### config.mk
export PLATFORM = sky130hd
export DESIGN_NAME = sd_card_init_sequencer_unit
export DESIGN_NICKNAME = d
export VERILOG_FILES = /design/src/hdl/sdci_pkg.sv /design/src/hdl/sdci_capacity.sv /design/src/hdl/sdci_step.sv /design/src/hdl/sd_card_init_sequencer_unit.sv
export SDC_FILE = /design/constraint.sdc
export NUM_CORES = 1
export LEC_CHECK = 0
export BUFFER_PORTS_ARGS = -buffer_cell sky130_fd_sc_hd__buf_2
export CAP_MARGIN = 15
export CORE_MARGIN = 2
export CORE_UTILIZATION = 47
export CTS_BUF_LIST = sky130_fd_sc_hd__clkbuf_8
export DETAILED_ROUTE_END_ITERATION = 12
export GPL_TIMING_DRIVEN = 0
export HOLD_SLACK_MARGIN = 0.1
export PLACE_DENSITY = 0.67
export SLEW_MARGIN = 20
export SYNTH_ARGS = -nofsm -noshare
export SYNTH_HDL_FRONTEND = slang
export SYNTH_SLANG_ARGS = --single-unit
### constraint.sdc
create_clock -name clk -period 11.5 [get_ports clk]
set_clock_uncertainty 0.1 [all_clocks]
set_input_delay 0.575 -clock clk [delete_from_list [all_inputs] [get_ports clk]]
set_output_delay 0.575 -clock clk [all_outputs]
set_load 0.05 [all_outputs]
### src/hdl/sdci_pkg.sv
`timescale 1ns / 1ps
// Shared types, command codes and constants for the SD card bring-up sequencer.
// No dependencies; every other file of the block imports this package.
package sdci_pkg;

    // SD command indexes used by the sequence.
    localparam logic [5:0] CMD_GO_IDLE     = 6'd0;
    localparam logic [5:0] CMD_ALL_SEND_CID = 6'd2;
    localparam logic [5:0] CMD_SEND_RCA    = 6'd3;
    localparam logic [5:0] CMD_SET_BUS_W   = 6'd6;
    localparam logic [5:0] CMD_SELECT      = 6'd7;
    localparam logic [5:0] CMD_SEND_IF     = 6'd8;
    localparam logic [5:0] CMD_SEND_CSD    = 6'd9;
    localparam logic [5:0] CMD_SEND_CID    = 6'd10;
    localparam logic [5:0] CMD_SET_BLKLEN  = 6'd16;
    localparam logic [5:0] CMD_OP_COND     = 6'd41;
    localparam logic [5:0] CMD_APP         = 6'd55;

    // Expected response length.
    localparam logic [1:0] RESP_NONE  = 2'd0;
    localparam logic [1:0] RESP_SHORT = 2'd1;
    localparam logic [1:0] RESP_LONG  = 2'd2;

    // Request kinds on the input side.
    localparam logic REQ_START = 1'b0;
    localparam logic REQ_DONE  = 1'b1;

    // Command arguments and response values.
    localparam logic [31:0] ARG_IF_COND    = 32'h0000_01AA;
    localparam logic [31:0] ARG_OCR_HCS    = 32'h40FF_8000;
    localparam logic [31:0] ARG_OCR_STD    = 32'h00FF_8000;
    localparam logic [31:0] ARG_BLOCK_512  = 32'd512;
    localparam logic [31:0] ARG_BUS_4BIT   = 32'h0000_0002;
    localparam logic [31:0] RESP_SELECTED  = 32'h0000_0700;
    localparam int          OCR_BUSY_BIT   = 31;
    localparam int          OCR_CCS_BIT    = 30;

    typedef struct packed {
        logic        issue_cmd;
        logic [5:0]  cmd_index;
        logic [1:0]  word_select;
        logic [1:0]  response_kind;
        logic        check_response;
        logic [31:0] cmd_argument;
    } sdci_cmd_t;

    typedef struct packed {
        sdci_cmd_t   cmd;
        logic        init_done;
        logic        init_ok;
        logic        high_capacity;
        logic        spec_v2;
        logic [15:0] card_address;
        logic [31:0] sector_count;
    } sdci_result_t;

    function automatic sdci_cmd_t make_cmd(
        input logic [5:0]  idx,
        input logic [1:0]  wsel,
        input logic [1:0]  kind,
        input logic        chk,
        input logic [31:0] arg
    );
        sdci_cmd_t c;
        c.issue_cmd      = 1'b1;
        c.cmd_index      = idx;
        c.word_select    = wsel;
        c.response_kind  = kind;
        c.check_response = chk;
        c.cmd_argument   = arg;
        return c;
    endfunction

endpackage

### src/hdl/sdci_capacity.sv
`timescale 1ns / 1ps
// Card capacity in 512-byte sectors from the two CSD words.
// Depends on sdci_pkg.
module sdci_capacity (
    input  logic        high_capacity,
    input  logic [9:0]  size_high_part,
    input  logic [3:0]  block_len_exp,
    input  logic [31:0] response_word,
    output logic [31:0] sector_count
);
    import sdci_pkg::*;

    logic [22:0] hc_size_plus;
    logic [12:0] sc_size_plus;
    logic [4:0]  sc_shift;
    logic [31:0] sc_bytes;

    always_comb
    begin
        // High capacity: (C_SIZE + 1) * 1024, wrapping at 32 bits.
        hc_size_plus = {1'b0, size_high_part[5:0], response_word[31:16]} + 23'd1;
        // Standard capacity: (C_SIZE + 1) << (size multiplier + 2 + block length exponent),
        // then / 512.
        sc_size_plus = {1'b0, size_high_part, response_word[31:30]} + 13'd1;
        sc_shift     = {2'b00, response_word[17:15]} + 5'd2 + {1'b0, block_len_exp};
        sc_bytes     = {19'd0, sc_size_plus} << sc_shift;
        if (high_capacity)
        begin
            sector_count = {hc_size_plus[21:0], 10'd0};
        end
        else
        begin
            sector_count = sc_bytes >> 9;
        end
    end

endmodule

### src/hdl/sdci_step.sv
`timescale 1ns / 1ps
// Bring-up state machine: holds the sequence step and card facts, and forms the result.
// Depends on sdci_pkg and sdci_capacity.
module sdci_step (
    input  logic                  clk,
    input  logic                  rst_n,
    input  logic                  take,
    input  logic                  req_type,
    input  logic                  cmd_ok,
    input  logic [31:0]           response_word,
    output sdci_pkg::sdci_result_t result
);
    import sdci_pkg::*;

    typedef enum logic [4:0] {
        ST_IDLE   = 5'd0,
        ST_CMD0   = 5'd1,
        ST_CMD8   = 5'd2,
        ST_APP    = 5'd3,
        ST_OPCOND = 5'd4,
        ST_CID    = 5'd5,
        ST_RCA    = 5'd6,
        ST_CSD1   = 5'd7,
        ST_CSD2   = 5'd8,
        ST_CIDW0  = 5'd9,
        ST_CIDW2  = 5'd10,
        ST_CIDW3  = 5'd11,
        ST_SELECT = 5'd12,
        ST_BLKLEN = 5'd13,
        ST_APP2   = 5'd14,
        ST_BUSW   = 5'd15
    } step_t;

    step_t       step_reg, step_next;
    logic        v2_reg, v2_next;
    logic        sdhc_reg, sdhc_next;
    logic [15:0] rca_reg, rca_next;
    logic [3:0]  bl_exp_reg, bl_exp_next;
    logic [9:0]  size_hi_reg, size_hi_next;
    logic [31:0] cap_reg, cap_next;
    logic [31:0] cap_calc;
    logic [31:0] addr_arg;
    sdci_cmd_t   cmd;
    logic        done;
    logic        ok_end;

    sdci_capacity u_capacity (
        .high_capacity  (sdhc_reg),
        .size_high_part (size_hi_reg),
        .block_len_exp  (bl_exp_reg),
        .response_word  (response_word),
        .sector_count   (cap_calc)
    );

    assign addr_arg = {rca_reg, 16'd0};

    always_comb
    begin
        step_next    = step_reg;
        v2_next      = v2_reg;
        sdhc_next    = sdhc_reg;
        rca_next     = rca_reg;
        bl_exp_next  = bl_exp_reg;
        size_hi_next = size_hi_reg;
        cap_next     = cap_reg;
        cmd          = '0;
        done         = 1'b0;
        ok_end       = 1'b0;
        if (req_type == REQ_START)
        begin
            // A start clears everything, even in the middle of a sequence.
            v2_next      = 1'b0;
            sdhc_next    = 1'b0;
            rca_next     = '0;
            bl_exp_next  = '0;
            size_hi_next = '0;
            cap_next     = '0;
            cmd          = make_cmd(CMD_GO_IDLE, 2'd0, RESP_NONE, 1'b0, 32'd0);
            step_next    = ST_CMD0;
        end
        else if (!cmd_ok && step_reg != ST_CMD8 && step_reg != ST_BUSW
                 && step_reg >= ST_CMD0 && step_reg <= ST_APP2)
        begin
            // Any failed command but CMD8 ends the sequence.
            done      = 1'b1;
            step_next = ST_IDLE;
        end
        else
        begin
            unique case (step_reg)
                ST_CMD0:
                begin
                    cmd       = make_cmd(CMD_SEND_IF, 2'd0, RESP_SHORT, 1'b1, ARG_IF_COND);
                    step_next = ST_CMD8;
                end
                ST_CMD8:
                begin
                    v2_next   = cmd_ok;
                    cmd       = make_cmd(CMD_APP, 2'd0, RESP_SHORT, 1'b1, 32'd0);
                    step_next = ST_APP;
                end
                ST_APP:
                begin
                    cmd       = make_cmd(CMD_OP_COND, 2'd0, RESP_SHORT, 1'b0,
                                         v2_reg ? ARG_OCR_HCS : ARG_OCR_STD);
                    step_next = ST_OPCOND;
                end
                ST_OPCOND:
                begin
                    if (!response_word[OCR_BUSY_BIT])
                    begin
                        cmd       = make_cmd(CMD_APP, 2'd0, RESP_SHORT, 1'b1, 32'd0);
                        step_next = ST_APP;
                    end
                    else
                    begin
                        sdhc_next = response_word[OCR_CCS_BIT];
                        cmd       = make_cmd(CMD_ALL_SEND_CID, 2'd0, RESP_LONG, 1'b0, 32'd0);
                        step_next = ST_CID;
                    end
                end
                ST_CID:
                begin
                    cmd       = make_cmd(CMD_SEND_RCA, 2'd0, RESP_SHORT, 1'b1, 32'd0);
                    step_next = ST_RCA;
                end
                ST_RCA:
                begin
                    rca_next  = response_word[31:16];
                    cmd       = make_cmd(CMD_SEND_CSD, 2'd1, RESP_LONG, 1'b0,
                                         {response_word[31:16], 16'd0});
                    step_next = ST_CSD1;
                end
                ST_CSD1:
                begin
                    if (sdhc_reg)
                    begin
                        size_hi_next = {4'd0, response_word[5:0]};
                    end
                    else
                    begin
                        bl_exp_next  = response_word[19:16];
                        size_hi_next = response_word[9:0];
                    end
                    cmd       = make_cmd(CMD_SEND_CSD, 2'd2, RESP_LONG, 1'b0, addr_arg);
                    step_next = ST_CSD2;
                end
                ST_CSD2:
                begin
                    cap_next  = cap_calc;
                    cmd       = make_cmd(CMD_SEND_CID, 2'd0, RESP_LONG, 1'b0, addr_arg);
                    step_next = ST_CIDW0;
                end
                ST_CIDW0:
                begin
                    cmd       = make_cmd(CMD_SEND_CID, 2'd2, RESP_LONG, 1'b0, addr_arg);
                    step_next = ST_CIDW2;
                end
                ST_CIDW2:
                begin
                    cmd       = make_cmd(CMD_SEND_CID, 2'd3, RESP_LONG, 1'b0, addr_arg);
                    step_next = ST_CIDW3;
                end
                ST_CIDW3:
                begin
                    cmd       = make_cmd(CMD_SELECT, 2'd0, RESP_SHORT, 1'b1, addr_arg);
                    step_next = ST_SELECT;
                end
                ST_SELECT:
                begin
                    if (response_word != RESP_SELECTED)
                    begin
                        done      = 1'b1;
                        step_next = ST_IDLE;
                    end
                    else
                    begin
                        cmd       = make_cmd(CMD_SET_BLKLEN, 2'd0, RESP_SHORT, 1'b1,
                                             ARG_BLOCK_512);
                        step_next = ST_BLKLEN;
                    end
                end
                ST_BLKLEN:
                begin
                    cmd       = make_cmd(CMD_APP, 2'd0, RESP_SHORT, 1'b1, addr_arg);
                    step_next = ST_APP2;
                end
                ST_APP2:
                begin
                    cmd       = make_cmd(CMD_SET_BUS_W, 2'd0, RESP_SHORT, 1'b1, ARG_BUS_4BIT);
                    step_next = ST_BUSW;
                end
                ST_BUSW:
                begin
                    done      = 1'b1;
                    ok_end    = cmd_ok;
                    step_next = ST_IDLE;
                end
                default:
                begin
                    // Idle and unused codes: a completion is ignored.
                    step_next = ST_IDLE;
                end
            endcase
        end
    end

    always_comb
    begin
        result.cmd           = cmd;
        result.init_done     = done;
        result.init_ok       = ok_end;
        result.high_capacity = sdhc_next;
        result.spec_v2       = v2_next;
        result.card_address  = rca_next;
        result.sector_count  = cap_next;
    end

    always_ff @(posedge clk or negedge rst_n)
    begin
        if (!rst_n)
        begin
            step_reg    <= ST_IDLE;
            v2_reg      <= 1'b0;
            sdhc_reg    <= 1'b0;
            rca_reg     <= '0;
            bl_exp_reg  <= '0;
            size_hi_reg <= '0;
            cap_reg     <= '0;
        end
        else if (take)
        begin
            step_reg    <= step_next;
            v2_reg      <= v2_next;
            sdhc_reg    <= sdhc_next;
            rca_reg     <= rca_next;
            bl_exp_reg  <= bl_exp_next;
            size_hi_reg <= size_hi_next;
            cap_reg     <= cap_next;
        end
    end

endmodule

### src/hdl/sd_card_init_sequencer_unit.sv
`timescale 1ns / 1ps
// Top level of the SD card bring-up sequencer: stream ports, input and result registers.
// Depends on sdci_pkg and sdci_step.
//
//  Channel   Direction  Signals                            Moves
//  s_*       in         s_tvalid s_tready s_tuser s_tdata  start request or command outcome
//  m_*       out        m_tvalid m_tready m_tdata          next command and card status
//
// Every input transfer yields exactly one output transfer. Throughput is one item per
// clock unless m_tready stalls: the input register feeds the step logic, whose result
// lands in the output register, and m_tvalid rises once an item has passed both.
// rst_n clears the sequence to idle and both valid flags; the card facts reset to zero.
// A stall on m_tready holds the result register and then the input register; s_tready
// drops only when both are full and m_tready is low.
module sd_card_init_sequencer_unit (
    input  logic        clk,
    input  logic        rst_n,
    input  logic        s_tvalid,
    output logic        s_tready,
    input  logic        s_tuser,   // req_type
    input  logic [39:0] s_tdata,   // cmd_ok, response_word, zero fill
    output logic        m_tvalid,
    input  logic        m_tready,
    // issue_cmd, cmd_index, word_select, response_kind, check_response, cmd_argument,
    // init_done, init_ok, high_capacity, spec_v2, card_address, sector_count
    output logic [95:0] m_tdata
);
    import sdci_pkg::*;

    logic         in_vld_reg;
    logic         in_req_reg;
    logic         in_ok_reg;
    logic [31:0]  in_resp_reg;
    logic         out_vld_reg;
    sdci_result_t out_reg;
    sdci_result_t step_result;
    logic         advance;

    // The held item moves on when the result register is empty or being drained.
    assign advance  = in_vld_reg && (!out_vld_reg || m_tready);
    assign s_tready = !in_vld_reg || advance;
    assign m_tvalid = out_vld_reg;

    sdci_step u_step (
        .clk           (clk),
        .rst_n         (rst_n),
        .take          (advance),
        .req_type      (in_req_reg),
        .cmd_ok        (in_ok_reg),
        .response_word (in_resp_reg),
        .result        (step_result)
    );

    always_ff @(posedge clk or negedge rst_n)
    begin
        if (!rst_n)
        begin
            in_vld_reg  <= 1'b0;
            out_vld_reg <= 1'b0;
        end
        else
        begin
            if (s_tready)
            begin
                in_vld_reg <= s_tvalid;
            end
            if (advance)
            begin
                out_vld_reg <= 1'b1;
            end
            else if (m_tready)
            begin
                out_vld_reg <= 1'b0;
            end
        end
    end

    always_ff @(posedge clk)
    begin
        if (s_tready && s_tvalid)
        begin
            in_req_reg  <= s_tuser;
            in_ok_reg   <= s_tdata[0];
            in_resp_reg <= s_tdata[32:1];
        end
        if (advance)
        begin
            out_reg <= step_result;
        end
    end

    assign m_tdata = {out_reg.sector_count,
                      out_reg.card_address,
                      out_reg.spec_v2,
                      out_reg.high_capacity,
                      out_reg.init_ok,
                      out_reg.init_done,
                      out_reg.cmd.cmd_argument,
                      out_reg.cmd.check_response,
                      out_reg.cmd.response_kind,
                      out_reg.cmd.word_select,
                      out_reg.cmd.cmd_index,
                      out_reg.cmd.issue_cmd};

    a_advance_fills: assert property (@(posedge clk) disable iff (!rst_n)
        advance |=> out_vld_reg)
        else $error("processed item did not reach the result register");

    a_stall_holds_input: assert property (@(posedge clk) disable iff (!rst_n)
        in_vld_reg && out_vld_reg && !m_tready |=> in_vld_reg)
        else $error("held input item lost during an output stall");

    a_done_no_cmd: assert property (@(posedge clk) disable iff (!rst_n)
        out_vld_reg && out_reg.init_done |-> !out_reg.cmd.issue_cmd)
        else $error("ending result also issues a command");

    a_ok_needs_done: assert property (@(posedge clk) disable iff (!rst_n)
        out_vld_reg && out_reg.init_ok |-> out_reg.init_done)
        else $error("success flagged without the end of the sequence");

endmodule

Word-level counts from Yosys, hierarchy flattened
Index checks and enable logic that the tools add are counted.
{"block": "classes", "addsub": 4, "multipliers": 0, "n_div": 0, "order_cmp": 2, "eq_ne": 21, "n_shift": 1, "n_mux": 37, "bitwise": 2, "n_reduce_logical": 16}
{"operator": "44-bit one-hot mux with 14 select lines", "n": 1}
{"operator": "32-bit 2-to-1 mux", "n": 4}
{"operator": "44-bit 2-to-1 mux", "n": 2}
{"operator": "5-bit one-hot mux with 14 select lines", "n": 1}
{"operator": "16-bit 2-to-1 mux", "n": 3}
{"operator": "43-bit 2-to-1 mux", "n": 1}
{"operator": "5-bit by 4-bit equality test with 1-bit output (second input constant)", "n": 8}
{"operator": "10-bit 2-to-1 mux", "n": 4}
{"operator": "32-bit by 11-bit != test with 1-bit output (second input constant)", "n": 1}
{"operator": "13-bit by 5-bit left shift with 32-bit output", "n": 1}
{"operator": "31-bit 2-to-1 mux", "n": 1}
{"operator": "22-bit by 1-bit adder with 22-bit output (second input constant)", "n": 1}
{"operator": "5-bit by 3-bit equality test with 1-bit output (second input constant)", "n": 4}
{"operator": "4-bit 2-to-1 mux", "n": 5}
{"operator": "12-bit by 1-bit adder with 13-bit output (second input constant)", "n": 1}
{"operator": "1-bit 2-to-1 mux", "n": 11}
{"operator": "5-bit by 2-bit equality test with 1-bit output (second input constant)", "n": 2}
{"operator": "5-bit 2-to-1 mux", "n": 2}
{"operator": "1-bit logical AND", "n": 6}
{"operator": "4-bit by 4-bit adder with 5-bit output", "n": 1}
{"operator": "5-bit by 1-bit equality test with 1-bit output (second input constant)", "n": 1}
{"operator": "5-bit by 1-bit greater-or-equal comparator with 1-bit output (second input constant)", "n": 1}
{"operator": "5-bit by 4-bit less-or-equal comparator with 1-bit output (second input constant)", "n": 1}
{"operator": "5-bit by 2-bit != test with 1-bit output (second input constant)", "n": 1}
{"operator": "14 further kinds", "n": 19}
{"block": "totals", "register_bits": 201, "latch_bits": 0, "ramBits": 0, "rom_bits": 0, "input_bits": 45, "output_inout_bits": 98, "elab_cells": 107, "memories": 0}

Logic depth before layout (Yosys ltp)
{"block": "depth", "depth_word": 7, "ltp_mapped": 13, "ltp_nobuf": 12}

Hierarchy
A second synthesis with hierarchy kept.
{"block": "unflattened", "hier_cells": 1024, "hier_area_um2": 10747.8}
{"mod": "sdci_step", "instances": 1, "cells_each": 566, "area_each_um2": 4626.9, "seq_area_each_um2": 1701.6}
{"mod": "sd_card_init_sequencer_unit", "instances": 1, "cells_each": 138, "area_each_um2": 4007.6, "seq_area_each_um2": 3953.8}
{"mod": "sdci_capacity", "instances": 1, "cells_each": 320, "area_each_um2": 2113.3, "seq_area_each_um2": 0.0}

Least setup slack after synthesis
No wires, ideal clock.
{"block": "synth_path", "path_kind": "reg2reg", "start": "register out_vld_reg, in the netlist m_tvalid", "end": "register u_step.cap_reg[10]", "setup_time_ns": 0.259, "t_arrival_ns": 3.967, "t_required_ns": 11.141, "slack_ns": 7.174, "stages_incl_launch_ff": 7, "path_buffers": 2, "synth_period_minus_slack_ns": 4.326, "cell_sequence": "dfrtp_1 -> nand2b_1 -> nand2_1 -> inv_1 -> clkbuf_1 -> buf_1 -> a31oi_1"}
{"block": "synth_via", "elab_chain_len": 3}
{"item": "from (decl)", "line_no": "sd_card_init_sequencer_unit.sv:34", "text": "logic out_vld_reg;"}
{"item": "from (signal assigned)", "line_no": "sd_card_init_sequencer_unit.sv:59", "text": "out_vld_reg <= 1'b0;"}
{"item": "from (signal assigned)", "line_no": "sd_card_init_sequencer_unit.sv:69", "text": "out_vld_reg <= 1'b1;"}
{"item": "from (signal assigned)", "line_no": "sd_card_init_sequencer_unit.sv:73", "text": "out_vld_reg <= 1'b0;"}
{"item": "1-bit zero test", "line_no": "sd_card_init_sequencer_unit.sv:40", "text": "assign advance = in_vld_reg && (!out_vld_reg || m_tready);"}
{"item": "1-bit logical OR", "line_no": "sd_card_init_sequencer_unit.sv:40"}
{"item": "1-bit logical AND", "line_no": "sd_card_init_sequencer_unit.sv:40"}
{"item": "named net advance", "line_no": "sd_card_init_sequencer_unit.sv:37", "text": "logic advance;"}
{"item": "to (signal assigned)", "line_no": "sdci_step.sv:239", "text": "cap_reg <= cap_next;"}
{"item": "to (decl)", "line_no": "sdci_step.sv:40", "text": "logic [31:0] cap_reg, cap_next;"}
The timed path passes the listed nets, and every way through them passes these cells.
A chain may end at the register's enable or synchronous reset.

==> run_summary.xml <==
<?xml version="1.0" encoding="UTF-8"?>
<metrics>
  <group name="route">
    <metric name="topRoutingLayerUsed" unit="">met4</metric>
    <metric name="wl_per_cell" unit="um">19.7</metric>
    <metric name="met2RoutedLength" unit="um">13200</metric>
    <metric name="wirelength" unit="um">29000</metric>
    <metric name="avgViaCountPerCell" unit="">5.91</metric>
    <metric name="remaining_drc_errors" unit="">0</metric>
    <metric name="wl_met3" unit="um">2090</metric>
    <metric name="wl_met1" unit="um">13200</metric>
    <metric name="first_iter_violations" unit="">806</metric>
    <metric name="vias" unit="">8687</metric>
    <metric name="drtPass1Iterations" unit="">5</metric>
    <metric name="antenna_violating_nets_post_route" unit="">0</metric>
  </group>
  <group name="die">
    <metric name="dieArea" unit="um2">23200</metric>
    <metric name="coreArea" unit="um2">21700</metric>
    <metric name="floorplan.die.width" unit="um">152</metric>
    <metric name="row_count" unit="">54</metric>
    <metric name="starting_density_of_the_core" unit="">0.477</metric>
    <metric name="io_pins" unit="">143</metric>
    <metric name="dieHeight" unit="um">152</metric>
  </group>
  <group name="worst_setup_path">
    <metric name="critical-path-max-stage-delay" unit="ps">460</metric>
    <metric name="critical_path.max_fanout" unit="">10</metric>
    <metric name="crit_type" unit="">reg2reg</metric>
    <metric name="cp-end-kind" unit="">flip-flop</metric>
    <metric name="timing.critical_path.slowest_stage_cell" unit="">sky130_fd_sc_hd__edfxtp_1</metric>
    <metric name="cp_cell_sequence" unit="">inv_1 &gt; ha_1 &gt; inv_1 &gt; ha_1 &gt; clkbuf_8 &gt; buf_2 &gt; mux2_2 &gt; o311a_1 &gt; a31oi_1 &gt; a21oi_1 &gt; o21ai_0 &gt; o21ai_0</metric>
    <metric name="critPathRequiredTime" unit="ps">11610</metric>
    <metric name="crit_path_start_kind" unit="">flip-flop</metric>
    <metric name="crit_arrival" unit="ps">4020</metric>
    <metric name="worstRegToRegCells" unit="">12</metric>
  </group>
  <group name="clock_network">
    <metric name="cts_htree_levels" unit="">4</metric>
    <metric name="cts_buffer_depth" unit="">2</metric>
    <metric name="clockRootBuffer" unit="">sky130_fd_sc_hd__clkbuf_8</metric>
    <metric name="cts_tree" unit="">yes</metric>
    <metric name="cts_sinks" unit="">188</metric>
    <metric name="cts.reportedPaths.clkPinSlew" unit="ps">110</metric>
    <metric name="clk_latency" unit="ps">490</metric>
    <metric name="numCtsBuffers" unit="">17</metric>
    <metric name="cts.repair_timing.setup_buffer_count" unit="">0</metric>
  </group>
  <group name="power_and_ir_drop">
    <metric name="pwr_density_cell" unit="nW/um2">165</metric>
    <metric name="totalPowerFinal" unit="mW">1.95</metric>
    <metric name="peakVddDrop" unit="mV">0.0800</metric>
    <metric name="total_leakage_power" unit="nW">4.73</metric>
  </group>
  <group name="global_route">
    <metric name="number_of_global_route_vias_before_repair" unit="">8361</metric>
    <metric name="global_route_wire_length_before_repair" unit="um">46400</metric>
    <metric name="total_track_usage" unit="">0.252</metric>
    <metric name="antenna_violations_before_repair" unit="">0</metric>
    <metric name="grt_max_degree" unit="">39</metric>
    <metric name="globalRoute.totalOverflow" unit="">0</metric>
  </group>
  <group name="sta">
    <metric name="tightestPinTransition" unit="ps">1120</metric>
    <metric name="setup_viol_count_final" unit="">0</metric>
    <metric name="worst_hold_slack" unit="ps">150</metric>
    <metric name="final_period_minus_worst_setup_slack" unit="ps">3900</metric>
    <metric name="drv_slew" unit="">0</metric>
    <metric name="achievable-frequency" unit="GHz">0.256</metric>
    <metric name="setup-tns-final" unit="ps">0</metric>
    <metric name="report.final.hold_viol_count" unit="">0</metric>
    <metric name="max-slew-margin-rel" unit="">0.247</metric>
    <metric name="finalCritPeriodShare" unit="">0.339</metric>
    <metric name="rsz0062_at_grt" unit="">false</metric>
  </group>
  <group name="finish">
    <metric name="number_of_flip_flops_under_the_largest_register_name" unit="">84</metric>
    <metric name="finish.net_count" unit="">1233</metric>
    <metric name="antenna_cells_inserted" unit="">0</metric>
    <metric name="fillCellCount" unit="">1947</metric>
    <metric name="multi_input_comb_area" unit="um2">4460</metric>
    <metric name="layout-drive-gt1-share" unit="">0.197</metric>
    <metric name="layout-area-overhead-vs-synth" unit="%">14.8</metric>
    <metric name="design_area" unit="um2">11900</metric>
    <metric name="sequential_cell_area" unit="um2">5300</metric>
  </group>
  <group name="min_path">
    <metric name="min-delay-path-class" unit="">in2reg</metric>
    <metric name="min_delay_path_depth" unit="">1</metric>
  </group>
  <group name="place">
    <metric name="post-dp-hpwl" unit="um">21300</metric>
    <metric name="count_of_input_and_output_buffers" unit="">126</metric>
    <metric name="postPlaceCellArea" unit="um2">11500</metric>
    <metric name="finalWeightedCongestion" unit="">0.943</metric>
  </group>
  <group name="yosys">
    <metric name="synth-seq-cells" unit="">188</metric>
    <metric name="synthFlopType" unit="">sky130_fd_sc_hd__edfxtp_1</metric>
    <metric name="synth_area_per_cell" unit="um2">10.1</metric>
    <metric name="post_synth_instance_area" unit="um2">10300</metric>
    <metric name="synthDistinctLibCells" unit="">88</metric>
    <metric name="synth_edf_count" unit="">118</metric>
    <metric name="synthesis.yosys.warnings" unit="">0</metric>
    <metric name="yosysSeqAreaShare" unit="">0.512</metric>
    <metric name="post_synth_inst_count" unit="">1019</metric>
    <metric name="synth_async_sr_flop_share" unit="">0.372</metric>
  </group>
  <group name="run">
    <metric name="drv.max_cap_violation_count" unit="">0</metric>
  </group>
  <group name="outcome">
    <metric name="run_status" unit="">finished, final reports clean</metric>
  </group>
</metrics>
cell type report:
| class | instances | share of cell area |
|---|---|---|
| buffer | 96 | 0.0470 |
| clock buffer | 18 | 0.0209 |
| clock inverter | 14 | 0.0131 |
| inverter | 19 | 0.00601 |
| sequential | 188 | 0.446 |
| tap | 280 | 0.0295 |
| timing repair buffer | 131 | 0.0616 |
| multi-input combinational | 724 | 0.376 |
where the power goes:
group	switching, mW	internal (mW)	leakage [nW]
Clock	0.268	0.186	0.204
Combinational	0.487	0.209	2.41
Sequential	0.0265	0.779	2.12
per-layer routing:
layer | vias up | global-route usage
li1 | 4062 | -
met5 | - | 0
met1 | 4180 | 0.362
met4 | 0 | 0.0690
met2 | 400 | 0.393
met3 | 45 | 0.0478
per-stage QoR:
step                       util  instances  setup slack (ps)
after floorplan               -       1027              7170
after global placement    0.523       1433              5500
after detailed placement  0.528       1437              7590
after CTS                 0.547       1470              7580
after global routing      0.547       1470              7270
final                     0.547       1470              7600
final timing paths:
check / start / to / slack (ps)
min in group asynchronous: rst_n / u_step.cap_reg[27] / 460
max reg2reg: in_resp_reg[16] / m_tdata[82] / 7600
min: s_tdata[24] / in_resp_reg[23] / 150
max: in_resp_reg[16] / m_tdata[82] / 7600
min reg2reg: u_step.cap_reg[6] / u_step.cap_reg[6] / 390
max in group asynchronous: rst_n / u_step.rca_reg[14] / 10260
cells in the final DEF, fill, tap and decap left out, types with 11 or more instances in the layout:
master,instances
sky130_fd_sc_hd__a221oi_1,12
sky130_fd_sc_hd__buf_2,131
sky130_fd_sc_hd__nor2_1,70
sky130_fd_sc_hd__and3_1,12
sky130_fd_sc_hd__edfxtp_1,118
sky130_fd_sc_hd__clkbuf_8,26
sky130_fd_sc_hd__inv_1,18
sky130_fd_sc_hd__o211ai_1,14
sky130_fd_sc_hd__dfrtp_1,70
sky130_fd_sc_hd__buf_4,18
sky130_fd_sc_hd__a22o_1,39
sky130_fd_sc_hd__nor3_1,11
sky130_fd_sc_hd__nand4_1,14
sky130_fd_sc_hd__nand3_1,30
sky130_fd_sc_hd__nand2_1,165
sky130_fd_sc_hd__clkbuf_1,56
sky130_fd_sc_hd__a21boi_0,18
sky130_fd_sc_hd__o21ai_0,71
sky130_fd_sc_hd__xnor2_1,12
sky130_fd_sc_hd__a22oi_1,17
sky130_fd_sc_hd__and2_1,16
sky130_fd_sc_hd__a31oi_1,11
sky130_fd_sc_hd__xor2_1,13
sky130_fd_sc_hd__a21oi_1,32
critical path, delay by kind of cell, from the launching register on:
kind | cells | cell delay, ps
buffers and inverters | 4 | 570
adder cells (fa/ha/maj) | 2 | 580
AO/OA/AOI/OAI | 5 | 1550
multiplexers | 1 | 360
flip-flops | 1 | 460
synth_stat cells (all sizes together) (12+ instances only):
cell type / count / area [um2]
buf: 31 / 231
and2: 17 / 106
nand4: 16 / 121
a22o: 39 / 342
inv: 18 / 67.6
nand2: 167 / 637
edfxtp: 118 / 3540
o21ai: 76 / 380
a22oi: 17 / 128
a21oi: 33 / 169
a221oi: 12 / 105
a21boi: 18 / 135
nand3: 33 / 188
nor2: 70 / 263
xor2: 13 / 114
clkbuf: 65 / 325
dfrtp: 70 / 1750
and3: 13 / 82.6
o211ai: 14 / 105
nor3: 13 / 70.1
a31oi: 12 / 90.1
xnor2: 12 / 105
repair_timing:
item / in CTS / in global routing
hold endpoints to repair: 32 / 0
hold buffers: 1 / 0
resized for setup: 0 / 0
cells by family (layout without fill, tap and decap cells):
logic type	after synthesis	count (layout)	synth area share
adders and majority gates	11	11	0.0140
xor gates and xnor gates	25	25	0.0212
AOI/OAI and AO/OA	289	289	0.198
muxes	16	16	0.0189
buffers and inverters	115	278	0.0607
DFF	188	188	0.512
other	1	9	0.000363
and+or+nand+nor	374	374	0.175
No activity file was read; power rests on OpenSTA's default activity.
